**config.mk**
```make
export PLATFORM = sky130hd
export DESIGN_NAME = melody_note_sequencer
export DESIGN_NICKNAME = d
export VERILOG_FILES = /design/src/mns_pkg.sv /design/src/mns_divider.sv /design/src/mns_note_table.sv /design/src/melody_note_sequencer.sv
export VERILOG_INCLUDE_DIRS = /design/src /design/src/src
export SDC_FILE = /design/constraint.sdc
export NUM_CORES = 2
export LEC_CHECK = 0
export BUFFER_PORTS_ARGS = -buffer_cell sky130_fd_sc_hd__buf_2
export CORE_MARGIN = 2
export CORE_UTILIZATION = 55
export CTS_BUF_LIST = sky130_fd_sc_hd__clkbuf_4
export DETAILED_ROUTE_END_ITERATION = 6
export GPL_ROUTABILITY_DRIVEN = 0
export PLACE_DENSITY = 0.74
export SYNTH_ARGS = -nofsm -noshare
export SYNTH_HDL_FRONTEND = slang
export SYNTH_SLANG_ARGS = --single-unit
```
**constraint.sdc**
```tcl
create_clock -name clock -period 4.45 [get_ports clock]
set_input_delay 0.445 -clock clock [delete_from_list [all_inputs] [get_ports clock]]
set_output_delay 0.445 -clock clock [all_outputs]
set_load 0.05 [all_outputs]
```
**src/melody_note_sequencer_assert.svh**
```systemverilog
// Assertion macros for the melody note sequencer.
// Included by the top level; needs clock and reset in the including scope.
`ifndef MELODY_NOTE_SEQUENCER_ASSERT_SVH
`define MELODY_NOTE_SEQUENCER_ASSERT_SVH

// Same-cycle implication, checked out of reset.
`define MNS_ASSERT_IMPLY(label, ante, cons, msg) \
   label: assert property (@(posedge clock) disable iff (reset) (ante) |-> (cons)) \
      else $error(msg);

// Next-cycle implication, checked out of reset.
`define MNS_ASSERT_NEXT(label, ante, cons, msg) \
   label: assert property (@(posedge clock) disable iff (reset) (ante) |=> (cons)) \
      else $error(msg);

`endif

```
**src/mns_pkg.sv**
```systemverilog
// Shared types and codes for the melody note sequencer.
// No dependencies; imported by every module of the block.
package mns_pkg;

   // Field widths
   localparam int OP_W     = 2;
   localparam int ACT_W    = 2;
   localparam int ADDR_W   = 6;
   localparam int FREQ_W   = 20;
   localparam int DUR_W    = 16;
   localparam int TDUR_W   = 24;
   localparam int MST_W    = 3;
   localparam int POS_W    = 7;
   localparam int LEN_W    = 7;
   localparam int SPEED_W  = 16;
   localparam int CSR_IDX_W = 2;
   localparam int CSR_DAT_W = 16;
   localparam int CMD_W    = 2;

   // Divider: one quotient bit per cycle
   localparam int DIV_STEPS = TDUR_W;
   localparam int DIV_CNT_W = 5;

   // Request opcodes
   localparam logic [OP_W-1:0] OP_STEP   = 2'd0;
   localparam logic [OP_W-1:0] OP_ACTION = 2'd1;
   localparam logic [OP_W-1:0] OP_WRITE  = 2'd2;

   // User actions
   localparam logic [ACT_W-1:0] ACT_STOP  = 2'd0;
   localparam logic [ACT_W-1:0] ACT_PLAY  = 2'd1;
   localparam logic [ACT_W-1:0] ACT_PAUSE = 2'd2;

   // Commands
   localparam logic [CMD_W-1:0] CMD_NONE  = 2'd0;
   localparam logic [CMD_W-1:0] CMD_START = 2'd1;
   localparam logic [CMD_W-1:0] CMD_STOP  = 2'd2;

   // Player states
   localparam logic [MST_W-1:0] ST_WAIT_START  = 3'd0;
   localparam logic [MST_W-1:0] ST_WAIT_NOTE   = 3'd1;
   localparam logic [MST_W-1:0] ST_PLAY_NOTE   = 3'd2;
   localparam logic [MST_W-1:0] ST_PAUSED      = 3'd3;
   localparam logic [MST_W-1:0] ST_WAIT_MELODY = 3'd4;

   // Configuration register indexes
   localparam logic [CSR_IDX_W-1:0] CSR_LENGTH = 2'd0;
   localparam logic [CSR_IDX_W-1:0] CSR_LOADED = 2'd1;
   localparam logic [CSR_IDX_W-1:0] CSR_SPEED  = 2'd2;

   // Note table entry: frequency over duration
   typedef struct packed {
      logic [FREQ_W-1:0] freq;
      logic [DUR_W-1:0]  dur;
   } note_entry_type;

endpackage

```
**src/mns_divider.sv**
```systemverilog
// Radix-2 restoring divider: 24-bit dividend by 16-bit divisor.
// Depends on mns_pkg; one quotient bit per cycle, done pulses after the last.
module mns_divider (
   input  logic                         clock,
   input  logic                         reset,
   input  logic                         start,
   input  logic [mns_pkg::TDUR_W-1:0]   dividend,
   input  logic [mns_pkg::SPEED_W-1:0]  divisor,
   output logic                         done,
   output logic [mns_pkg::TDUR_W-1:0]   quotient
);
   import mns_pkg::*;

   logic                   busy_ff, busy_in;
   logic                   done_ff, done_in;
   logic [DIV_CNT_W-1:0]   cnt_ff, cnt_in;
   logic [TDUR_W-1:0]      quo_ff, quo_in;
   logic [SPEED_W-1:0]     rem_ff, rem_in;
   logic [SPEED_W-1:0]     div_ff, div_in;
   logic [SPEED_W:0]       rem_sh;
   logic                   fits;

   // One trial subtraction per cycle
   always_comb begin
      rem_sh  = {rem_ff, quo_ff[TDUR_W-1]};
      fits    = rem_sh >= {1'b0, div_ff};
      busy_in = busy_ff;
      done_in = 1'b0;
      cnt_in  = cnt_ff;
      quo_in  = quo_ff;
      rem_in  = rem_ff;
      div_in  = div_ff;
      if (start) begin
         busy_in = 1'b1;
         cnt_in  = '0;
         quo_in  = dividend;
         rem_in  = '0;
         div_in  = divisor;
      end else if (busy_ff) begin
         rem_in = fits ? SPEED_W'(rem_sh - {1'b0, div_ff}) : rem_sh[SPEED_W-1:0];
         quo_in = {quo_ff[TDUR_W-2:0], fits};
         cnt_in = cnt_ff + 1'b1;
         if (cnt_ff == DIV_CNT_W'(DIV_STEPS - 1)) begin
            busy_in = 1'b0;
            done_in = 1'b1;
         end
      end
   end

   // Hold control under reset, payload free-running
   always_ff @(posedge clock) begin
      if (reset) begin
         busy_ff <= 1'b0;
         done_ff <= 1'b0;
         cnt_ff  <= '0;
      end else begin
         busy_ff <= busy_in;
         done_ff <= done_in;
         cnt_ff  <= cnt_in;
      end
      quo_ff <= quo_in;
      rem_ff <= rem_in;
      div_ff <= div_in;
   end

   assign done     = done_ff;
   assign quotient = quo_ff;

endmodule

```
**src/mns_note_table.sv**
```systemverilog
// Note table memory: frequency and duration per entry, one write and one read port.
// Depends on mns_pkg; read data is registered, contents undefined until written.
module mns_note_table #(
   parameter int DEPTH  = 64,
   parameter int IDX_W  = 6
) (
   input  logic                        clock,
   input  logic                        wr_en,
   input  logic [IDX_W-1:0]            wr_addr,
   input  mns_pkg::note_entry_type     wr_data,
   input  logic                        rd_en,
   input  logic [IDX_W-1:0]            rd_addr,
   output mns_pkg::note_entry_type     rd_data
);
   import mns_pkg::*;

   note_entry_type mem [DEPTH];
   note_entry_type rd_data_ff;

   // Write and registered read
   always_ff @(posedge clock) begin
      if (wr_en) begin
         mem[wr_addr] <= wr_data;
      end
      if (rd_en) begin
         rd_data_ff <= mem[rd_addr];
      end
   end

   assign rd_data = rd_data_ff;

endmodule

```
**src/melody_note_sequencer.sv**
```systemverilog
// Melody note sequencer: five-state player controller over a note table.
// Depends on mns_pkg, mns_note_table, mns_divider and the assertion macros.
//
// One request beat is taken at a time; req_stall is high while it is worked.
// A table write, action change, step that starts no note or unused opcode goes
// through the DONE state to the result register and loads it once it is free.
// A step that starts a note goes through one note table read, the bit-serial
// divider that scales the duration by 256/speed, a hand-over of the quotient,
// then the load of the result register. The next request can be taken in the
// cycle after the result register loads. The result register lets the next
// request be taken while a result beat waits on rsp_stall. The note table is
// not cleared after reset; an entry read before it is written holds undefined
// data.
`include "melody_note_sequencer_assert.svh"

module melody_note_sequencer #(
   parameter int NOTE_DEPTH = 64
) (
   input  logic                            clock,
   input  logic                            reset,
   // Configuration
   input  logic                            csr_wr_en,
   input  logic [mns_pkg::CSR_IDX_W-1:0]   csr_index,
   input  logic [mns_pkg::CSR_DAT_W-1:0]   csr_wdata,
   // Request channel
   input  logic                            req_valid,
   output logic                            req_stall,
   input  logic [mns_pkg::OP_W-1:0]        req_opcode,
   input  logic [mns_pkg::ACT_W-1:0]       req_action,
   input  logic                            req_note_timeout,
   input  logic [mns_pkg::ADDR_W-1:0]      req_note_addr,
   input  logic [mns_pkg::FREQ_W-1:0]      req_note_freq,
   input  logic [mns_pkg::DUR_W-1:0]       req_note_duration,
   // Result channel
   output logic                            rsp_valid,
   input  logic                            rsp_stall,
   output logic [mns_pkg::CMD_W-1:0]       rsp_command,
   output logic [mns_pkg::FREQ_W-1:0]      rsp_tone_freq,
   output logic [mns_pkg::TDUR_W-1:0]      rsp_tone_duration,
   output logic [mns_pkg::MST_W-1:0]       rsp_player_state,
   output logic [mns_pkg::ACT_W-1:0]       rsp_current_action,
   output logic                            rsp_active
);
   import mns_pkg::*;

   localparam int IDX_W = (NOTE_DEPTH > 1) ? $clog2(NOTE_DEPTH) : 1;
   localparam int EXT_W = (IDX_W > POS_W) ? IDX_W : POS_W;

   // Sequencer codes
   localparam logic [1:0] SEQ_IDLE = 2'd0;
   localparam logic [1:0] SEQ_READ = 2'd1;
   localparam logic [1:0] SEQ_DIV  = 2'd2;
   localparam logic [1:0] SEQ_DONE = 2'd3;

   // Configuration registers
   logic [LEN_W-1:0]    length_ff;
   logic                loaded_ff;
   logic [SPEED_W-1:0]  speed_ff;

   // Player state
   logic [MST_W-1:0]    mstate_ff, mstate_in;
   logic [POS_W-1:0]    pos_ff, pos_in;
   logic [ACT_W-1:0]    action_ff, action_in;

   // Sequencer and per-beat holding
   logic [1:0]          seq_ff, seq_in;
   logic [CMD_W-1:0]    cmd_ff, cmd_in;
   logic                pos_ok_ff;
   logic [FREQ_W-1:0]   freq_hold_ff;
   logic [TDUR_W-1:0]   dur_hold_ff;

   // Result register
   logic                rsp_valid_ff;
   logic [CMD_W-1:0]    rsp_cmd_ff;
   logic [FREQ_W-1:0]   rsp_freq_ff;
   logic [TDUR_W-1:0]   rsp_dur_ff;
   logic [MST_W-1:0]    rsp_mstate_ff;
   logic [ACT_W-1:0]    rsp_action_ff;
   logic                rsp_active_ff;

   logic                req_take;
   logic                start_note;
   logic                at_end;
   logic                pos_ok;
   logic                rsp_load;
   logic                rsp_free;
   logic [EXT_W-1:0]    pos_ext;
   logic [EXT_W-1:0]    addr_ext;
   logic                tbl_wr_en;
   note_entry_type      tbl_wr_data;
   note_entry_type      tbl_rd_data;
   logic                div_start;
   logic                div_done;
   logic [TDUR_W-1:0]   div_quotient;
   logic [TDUR_W-1:0]   div_dividend;
   logic [SPEED_W-1:0]  div_divisor;

   assign req_stall = (seq_ff != SEQ_IDLE);
   assign req_take  = req_valid && !req_stall;
   assign rsp_free  = !rsp_valid_ff || !rsp_stall;
   assign rsp_load  = (seq_ff == SEQ_DONE) && rsp_free;

   assign pos_ext  = EXT_W'(pos_ff);
   assign addr_ext = EXT_W'(req_note_addr);
   assign pos_ok   = 32'(pos_ff) < NOTE_DEPTH;
   assign at_end   = pos_ff >= length_ff;

   // Decide the transition for the accepted beat
   always_comb begin
      mstate_in  = mstate_ff;
      pos_in     = pos_ff;
      action_in  = action_ff;
      cmd_in     = CMD_NONE;
      start_note = 1'b0;
      tbl_wr_en  = 1'b0;
      case (req_opcode)
         OP_STEP: begin
            case (mstate_ff)
               ST_WAIT_START, ST_WAIT_MELODY: begin
                  if (loaded_ff && action_ff == ACT_PLAY) begin
                     start_note = 1'b1;
                  end
               end
               ST_WAIT_NOTE: begin
                  if (req_note_timeout) begin
                     cmd_in    = CMD_STOP;
                     mstate_in = ST_PLAY_NOTE;
                  end
               end
               ST_PLAY_NOTE: begin
                  if (action_ff == ACT_PLAY && !at_end) begin
                     start_note = 1'b1;
                  end else if (action_ff == ACT_STOP) begin
                     cmd_in    = CMD_STOP;
                     pos_in    = '0;
                     mstate_in = ST_WAIT_START;
                  end else if (action_ff == ACT_PAUSE) begin
                     cmd_in    = CMD_STOP;
                     mstate_in = ST_PAUSED;
                  end else if (at_end) begin
                     cmd_in    = CMD_STOP;
                     pos_in    = '0;
                     action_in = ACT_STOP;
                     mstate_in = ST_WAIT_MELODY;
                  end
               end
               ST_PAUSED: begin
                  if (action_ff == ACT_PLAY) begin
                     mstate_in = ST_PLAY_NOTE;
                  end
               end
               default: begin
                  mstate_in = ST_WAIT_START;
               end
            endcase
            if (start_note) begin
               cmd_in    = CMD_START;
               pos_in    = pos_ff + 1'b1;
               mstate_in = ST_WAIT_NOTE;
            end
         end
         OP_ACTION: begin
            if (req_action inside {ACT_STOP, ACT_PLAY, ACT_PAUSE}) begin
               action_in = req_action;
               if (req_action == ACT_STOP) begin
                  pos_in = '0;
               end
            end
         end
         OP_WRITE: begin
            tbl_wr_en = 32'(req_note_addr) < NOTE_DEPTH;
         end
         default: begin
         end
      endcase
   end

   // Step the sequencer
   always_comb begin
      seq_in = seq_ff;
      case (seq_ff)
         SEQ_IDLE: begin
            if (req_take) begin
               seq_in = (start_note && req_opcode == OP_STEP) ? SEQ_READ : SEQ_DONE;
            end
         end
         SEQ_READ: seq_in = SEQ_DIV;
         SEQ_DIV: begin
            if (div_done) begin
               seq_in = SEQ_DONE;
            end
         end
         SEQ_DONE: begin
            if (rsp_free) begin
               seq_in = SEQ_IDLE;
            end
         end
         default: seq_in = SEQ_IDLE;
      endcase
   end

   // Table port and divider operands
   assign tbl_wr_data.freq = req_note_freq;
   assign tbl_wr_data.dur  = req_note_duration;
   assign div_start    = (seq_ff == SEQ_READ);
   assign div_dividend = pos_ok_ff ? {tbl_rd_data.dur, 8'h00} : '0;
   assign div_divisor  = (speed_ff == '0) ? SPEED_W'(1) : speed_ff;

   mns_note_table #(
      .DEPTH (NOTE_DEPTH),
      .IDX_W (IDX_W)
   ) u_table (
      .clock   (clock),
      .wr_en   (req_take && tbl_wr_en),
      .wr_addr (addr_ext[IDX_W-1:0]),
      .wr_data (tbl_wr_data),
      .rd_en   (req_take),
      .rd_addr (pos_ext[IDX_W-1:0]),
      .rd_data (tbl_rd_data)
   );

   mns_divider u_div (
      .clock    (clock),
      .reset    (reset),
      .start    (div_start),
      .dividend (div_dividend),
      .divisor  (div_divisor),
      .done     (div_done),
      .quotient (div_quotient)
   );

   // Configuration writes
   always_ff @(posedge clock) begin
      if (reset) begin
         length_ff <= LEN_W'(1);
         loaded_ff <= 1'b0;
         speed_ff  <= SPEED_W'(256);
      end else if (csr_wr_en) begin
         case (csr_index)
            CSR_LENGTH: length_ff <= csr_wdata[LEN_W-1:0];
            CSR_LOADED: loaded_ff <= csr_wdata[0];
            CSR_SPEED:  speed_ff  <= csr_wdata[SPEED_W-1:0];
            default: begin
            end
         endcase
      end
   end

   // Player state and sequencer
   always_ff @(posedge clock) begin
      if (reset) begin
         seq_ff    <= SEQ_IDLE;
         mstate_ff <= ST_WAIT_START;
         pos_ff    <= '0;
         action_ff <= ACT_STOP;
         cmd_ff    <= CMD_NONE;
      end else begin
         seq_ff <= seq_in;
         if (req_take) begin
            mstate_ff <= mstate_in;
            pos_ff    <= pos_in;
            action_ff <= action_in;
            cmd_ff    <= cmd_in;
         end
      end
   end

   // Hold note data for the pending start command
   always_ff @(posedge clock) begin
      if (req_take) begin
         pos_ok_ff <= pos_ok;
      end
      if (seq_ff == SEQ_READ) begin
         freq_hold_ff <= pos_ok_ff ? tbl_rd_data.freq : '0;
      end
      if (div_done) begin
         dur_hold_ff <= div_quotient;
      end
   end

   // Result register: load when free, drop when taken
   always_ff @(posedge clock) begin
      if (reset) begin
         rsp_valid_ff <= 1'b0;
      end else if (rsp_load) begin
         rsp_valid_ff <= 1'b1;
      end else if (!rsp_stall) begin
         rsp_valid_ff <= 1'b0;
      end
      if (rsp_load) begin
         rsp_cmd_ff    <= cmd_ff;
         rsp_freq_ff   <= (cmd_ff == CMD_START) ? freq_hold_ff : '0;
         rsp_dur_ff    <= (cmd_ff == CMD_START) ? dur_hold_ff : '0;
         rsp_mstate_ff <= mstate_ff;
         rsp_action_ff <= action_ff;
         rsp_active_ff <= (action_ff == ACT_PLAY);
      end
   end

   assign rsp_valid          = rsp_valid_ff;
   assign rsp_command        = rsp_cmd_ff;
   assign rsp_tone_freq      = rsp_freq_ff;
   assign rsp_tone_duration  = rsp_dur_ff;
   assign rsp_player_state   = rsp_mstate_ff;
   assign rsp_current_action = rsp_action_ff;
   assign rsp_active         = rsp_active_ff;

   // Checks
   `MNS_ASSERT_IMPLY(a_start_goes_wait_note,
      rsp_valid && rsp_command == CMD_START, rsp_player_state == ST_WAIT_NOTE,
      "start beat must leave the player waiting on the note")
   `MNS_ASSERT_IMPLY(a_tone_zero_without_start,
      rsp_valid && rsp_command != CMD_START, rsp_tone_freq == '0 && rsp_tone_duration == '0,
      "tone fields must be zero without a start command")
   `MNS_ASSERT_IMPLY(a_div_done_in_div,
      div_done, seq_ff == SEQ_DIV,
      "divider finished outside the divide phase")
   `MNS_ASSERT_NEXT(a_read_then_div,
      seq_ff == SEQ_READ, seq_ff == SEQ_DIV && !div_done,
      "note read must hand over to a running divide")

endmodule

```
## After elaboration in Yosys (flattened, before gate mapping)

Memories as Yosys holds them, arrays and structs flattened. A register that Yosys moved wholly into a read port is not among the register bits.
Index checks and enable logic that the tools add are counted.

| cells by class | value |
|---|---|
| add/sub/neg operators | 3 |
| magnitude comparators | 3 |
| equality and inequality tests | 37 |
| muxes and demuxes | 55 |
| bitwise logic cells | 1 |
| reductions and logical operators | 32 |

Operator list:

| operator | number |
|---|---|
| $mux 24 | 3 |
| $mux 7 | 8 |
| $mux 2 | 17 |
| $mux 3 | 7 |
| $ne 2x2->1 const B | 9 |
| $ge 17x16->1 | 1 |
| $logic_not 16->1 | 1 |
| $mux 16 | 1 |
| $reduce_and 8->1 | 2 |
| $sub 16x16->16 | 1 |
| $pmux 7 s2 | 1 |
| $mux 1 | 13 |
| $eq 2x1->1 const B | 6 |
| $eq 2x2->1 const B | 6 |
| $pmux 3 s4 | 1 |
| $logic_not 2->1 | 5 |
| $ne 3x3->1 const B | 3 |
| $ne 4x3->1 const B | 2 |
| $pmux 2 s2 | 2 |
| $pmux 2 s4 | 1 |
| $add 7x1->7 const B | 1 |
| $ge 7x7->1 | 1 |
| $lt 7x7->1 const B | 1 |
| $reduce_and 7->1 | 1 |
| 21 further kinds | 37 |

| word-level totals | value |
|---|---|
| register bits | 201 |
| RAM bits | 2304 |
| input bits | 70 |
| output and inout bits | 54 |
| word-level logic and storage cells | 156 |
| memories kept | 1 |

Memories:

| memory | words | bits a word | read ports | clocked after Yosys merged registers in | write ports | line | RTL |
|---|---|---|---|---|---|---|---|
| u_table.mem | 64 | 36 | 1 | 1 | 1 | mns_note_table.sv:17 | `note_entry_type mem [DEPTH];` |

## Depth between registers and ports, before layout

| depth | value |
|---|---|
| word-level depth | 11 |
| depth in mapped cells | 13 |
| gate-level depth less buffers | 9 |

## Modules after synthesis

A second synthesis with hierarchy kept.

| unflattened totals | value |
|---|---|
| cell total of the unflattened synthesis | 4553 |
| area, all modules | 97370.9 sq um |

Modules (own cells, without submodules):

| module | instances | cells an instance | area an instance (sq um) | seq. area each (sq um) |
|---|---|---|---|---|
| mns_note_table | 1 | 3779 | 88333.5 | 70267.4 |
| melody_note_sequencer | 1 | 468 | 5657.9 | 3733.6 |
| mns_divider | 1 | 306 | 3379.5 | 1661.6 |

## Worst setup path before layout

Ideal clock, no wire load.

| timing | value |
|---|---|
| path kind | register to register |
| start point | register seq_ff[1] |
| end point | register rsp_active_ff (netlist: rsp_active) (enable) |
| library setup time | 541 ps |
| data arrival time | 4349 ps |
| data required time | 3909 ps |
| slack | -439 ps |
| stages on the path, launching flop included | 3 |
| buffers on the path | 0 |
| period minus slack after synthesis | 4889 ps |
| cells stage by stage | dfxtp_1 > ha_1 > a21boi_0 |

| on the way | value |
|---|---|
| cells in the longest elaborated chain, start to end | 2 |

Ends and longest elaborated chain:

| item | line | RTL |
|---|---|---|
| start: declaration | melody_note_sequencer.sv:66 | `logic [1:0] seq_ff, seq_in;` |
| start signal: assignment | melody_note_sequencer.sv:258 | `seq_ff <= seq_in;` |
| $eq 2x2->1 | melody_note_sequencer.sv:101 | `assign rsp_load = (seq_ff == SEQ_DONE) && rsp_free;` |
| $logic_and 1x1->1 | melody_note_sequencer.sv:101 |  |
| named net rsp_load | melody_note_sequencer.sv:85 | `logic rsp_load;` |
| end signal: assignment | melody_note_sequencer.sv:296 | `rsp_active_ff <= (action_ff == ACT_PLAY);` |
| end: declaration | melody_note_sequencer.sv:79 | `logic rsp_active_ff;` |

The timed path passes the listed nets, and every way through them passes these cells.
A chain may end at the register's enable or synchronous reset.

## Final worst setup path

| timing | value |
|---|---|
| start point | register seq_ff[0] |
| end point | memory u_table.mem[31][24] in the netlist's numbering (enable) |

| on the way | value |
|---|---|
| cells in the longest elaborated chain, start to end | 6 |

Ends and longest elaborated chain:

| item | line | RTL |
|---|---|---|
| $reduce_bool 2->1 | melody_note_sequencer.sv:98 | `assign req_stall = (seq_ff != SEQ_IDLE);` |
| $logic_not 1->1 | melody_note_sequencer.sv:99 | `assign req_take = req_valid && !req_stall;` |
| $logic_and 1x1->1 | melody_note_sequencer.sv:99 |  |
| named net req_take | melody_note_sequencer.sv:81 | `logic req_take;` |
| $logic_and 1x1->1 | melody_note_sequencer.sv:214 | `.wr_en (req_take && tbl_wr_en),` |
| $mux 1 | mns_note_table.sv:22 | `if (wr_en) begin` |
| $mux 1 (not written as such) | mns_note_table.sv:23 | `mem[wr_addr] <= wr_data;` |
| end: declaration | mns_note_table.sv:17 |  |

The timed path passes the listed nets, and every way through them passes these cells.

==> flow_metrics.py <==
metrics = {
    "global_routing": {
        "antenna_found_initial": 15,
        "overflow": 0,
        "track_usage": 0.260,
        "grt_max_degree": 98,
        "grt_pass1_vias": 50993,
        "grt_pass1_wl_mm": 338,
    },
    "pwr": {
        "cellPowerDensity_nw_per_um2": 433,
        "leakage_nw": 34.8,
        "p_total_mw": 48.1,
        "irDropWorstVdd_mv": 0.330,
    },
    "cts": {
        "numCtsBuffers": 627,
        "clk_latency_ns": 1.39,
        "cts_tree": "built",
        "ctsHtreeMaxLevel": 6,
        "clock_path_buffers": 4,
        "clockRootBuffer": "clkbuf_4",
        "clk_pin_slew_ns": 0.08,
        "cts_num_sinks": 2541,
        "post_cts_buffers": 0,
    },
    "critical_path": {
        "worstPathCellList": "inv_1 -> ha_1 -> nand2_1 -> inv_2 -> and4_1 -> nand3_1 -> dlygate4sd3_1 -> buf_4 -> nor2_4 -> buf_12",
        "cpPeakStageDelay_ns": 0.73,
        "end_kind": "flop",
        "worstPathArrival_ns": 4.96,
        "critPathRequiredTime_ns": 5.42,
        "critPathKind": "flop to flop",
        "worst_path_max_delay_cell": "nor2_4",
        "start_kind": "flop",
        "cp_max_fo": 17,
    },
    "route": {
        "drc": 1,
        "drt-initial-drc-count": 6370,
        "wl_per_cell_um": 29.3,
        "vias_per_cell": 6.28,
        "vias": 50065,
        "ant_nets": 0,
        "dr.pass1.iters": 7,
        "finalWirelength_mm": 233,
    },
    "logic_synthesis": {
        "synthTopCellsByArea": "edfxtp_1 76%, mux4_2 15%, dfxtp_1 1.3%",
        "synthesis.instances": 4416,
        "synth-seq-cells": 2541,
        "synth_edf_count": 2477,
        "ys_async_sr_fraction": 0,
        "synthesis.nets": 4517,
        "synth_commonest_cells": "2477 x edfxtp_1, 657 x mux4_2, 129 x nor2_1",
        "synth_cell_types": 64,
        "synth_area_per_cell_um2": 22.1,
        "yosys_warnings": 0,
        "synth_most_common_cell": "edfxtp_1",
        "ys_seq_area_frac": 0.776,
        "mappedNetlistArea_um2": 97500,
        "ys.flop_type": "edfxtp_1",
        "yosysTopAreaCellShare": 0.763,
        "yosys.area.top_type": "edfxtp_1",
    },
    "sta": {
        "fin_crit_ns": 3.98,
        "tightestPinTransition_ns": 1.30,
        "slew_violations": 0,
        "relSlewSlack": 0.136,
        "rsz0062_at_grt": "false",
        "fin_crit_sh": 0.895,
        "clock_skew_ns": 0.0953,
        "hold_viol_final": 0,
        "timing.fmax_mhz": 251,
        "setup_violations": 0,
        "finalSetupTns_ns": 0,
        "whs_ns": 0.191,
    },
    "floorplan": {
        "io_pins": 124,
        "die_w_um": 425,
        "core_um2": 176000,
        "dieArea_um2": 181000,
        "rows": 154,
        "die_y_um": 425,
        "start_util": 0.554,
    },
    "final_layout": {
        "drive_gt1_frac": 0.347,
        "final_area_um2": 111000,
        "final_core_util": 0.632,
        "nNetsFinal": 5318,
        "num-fill-cells": 11571,
        "area_delta_synth_final_pct": 14.0,
    },
    "status": {
        "failed_checks": "DRC",
        "status": "finished, violations left",
    },
    "hold_path": {
        "hold_class": "input pin to flop",
    },
    "placed_design": {
        "io_buffer_count": 123,
        "dp_hpwl_mm": 126,
        "placed_area_um2": 102000,
    },
    "run": {
        "maxCapViolCount": 0,
    },
}
[state kept, by name, summed over array words and instances, names as in the netlist, 3 cells and up]
name	cells
rsp_player_state	3
u_div.div_ff	16
u_table.rd_data	36
rsp_tone_freq	20
u_div.rem_ff	16
u_table.mem	2304
freq_hold_ff	20
length_ff	7
u_div.quotient	24
dur_hold_ff	24
u_div.cnt_ff	5
mstate_ff	3
speed_ff	16
rsp_tone_duration	24
pos_ext	7
[worst paths after layout]
check	startpoint	to	slack, ns	depth (start not counted)
worst max-delay path	seq_ff[0]	u_table.mem[31][24]	0.47	10
worst min-delay path	req_note_addr[4]	u_table.mem[8][34]	0.19	4
worst max register to register	seq_ff[0]	u_table.mem[31][24]	0.47	10
worst min register to register	u_div.quotient[3]	dur_hold_ff[3]	0.44	0
[power breakdown]
| group | total, mW | switching [mW] | leakage, nW | internal, mW |
|---|---|---|---|---|
| sequential | 27.2 | 0.251 | 22.9 | 26.9 |
| clock | 18.3 | 8.78 | 4.45 | 9.47 |
| combinational | 2.71 | 1.92 | 7.46 | 0.782 |
| total | 48.1 | 11.0 | 34.8 | 37.2 |
[through the flow]
stage | worst slack [ns] | std cells
finish | 0.468 | 7974
global placement | 0.640 | 6798
detailed placement | 0.576 | 6798
floorplan | 0.377 | 4416
CTS | 0.564 | 7967
global route | 0.262 | 7973
[logic make-up after synthesis]
group | after synthesis | share of synthesized area
xor gates and xnor gates | 13 | 0.00117
muxes | 746 | 0.161
buffers and inverters | 298 | 0.0135
DFF | 2541 | 0.776
and+or+nand+nor | 456 | 0.0228
adders and majority gates | 31 | 0.00405
AOI/OAI and AO/OA | 331 | 0.0220
[routing by layer]
metal	track usage	vias up	wire [um]
li1	-	20527	-
met1	0.354	25843	86700
met2	0.414	3236	114000
met3	0.0664	451	25900
met4	0.0914	8	6680
met5	0	-	60
[worst max-delay path: cells and delay by family (launching register included)]
| kind | cells | cell delay, ns |
|---|---|---|
| buf+inv | 5 | 1.35 |
| fa+ha+maj | 1 | 0.20 |
| flops | 1 | 0.36 |
| simple gates | 4 | 1.65 |
[cell usage in the layout (no fill, tap or decap), types with 10 or more instances in the layout]
cell | Yosys | final
clkbuf_4 | 0 | 872
buf_12 | 0 | 58
clkinv_1 | 1 | 126
nand3_1 | 51 | 51
inv_2 | 0 | 18
a221oi_1 | 21 | 21
o22ai_1 | 24 | 24
a21oi_1 | 66 | 66
clkinv_2 | 0 | 14
nand2_1 | 117 | 117
and2_1 | 69 | 69
nor2_4 | 0 | 65
a22oi_1 | 49 | 49
nor2b_1 | 19 | 16
mux2i_1 | 88 | 88
dlygate4sd3_1 | 0 | 130
inv_1 | 50 | 48
edfxtp_1 | 2477 | 2477
nand2b_1 | 10 | 10
mux4_2 | 657 | 657
nor2_1 | 129 | 63
a311oi_1 | 13 | 13
o21ai_0 | 87 | 87
buf_2 | 88 | 123
ha_1 | 30 | 29
o211ai_1 | 25 | 25
buf_4 | 16 | 108
dfxtp_1 | 64 | 59
[what timing repair did]
action | in CTS | in global routing
endpoints found under the hold margin | 2642 | 0
setup endpoints to repair | 0 | 0
resized for setup | 0 | 0
hold buffers | 130 | 0
[cell type report]
| class | count | area (um2) | area share |
|---|---|---|---|
| multi-input cells | 1577 | 21100 | 0.190 |
| clock buffers | 872 | 6550 | 0.0589 |
| diodes | 7 | 17.5 | 0.000157 |
| flip-flops and latches | 2541 | 75700 | 0.680 |
| well taps | 2340 | 2930 | 0.0263 |
| inverters | 51 | 191 | 0.00172 |
| repair buffers | 419 | 3890 | 0.0350 |
| clock inverters | 167 | 871 | 0.00783 |
Power figures use the tool's default switching activity.
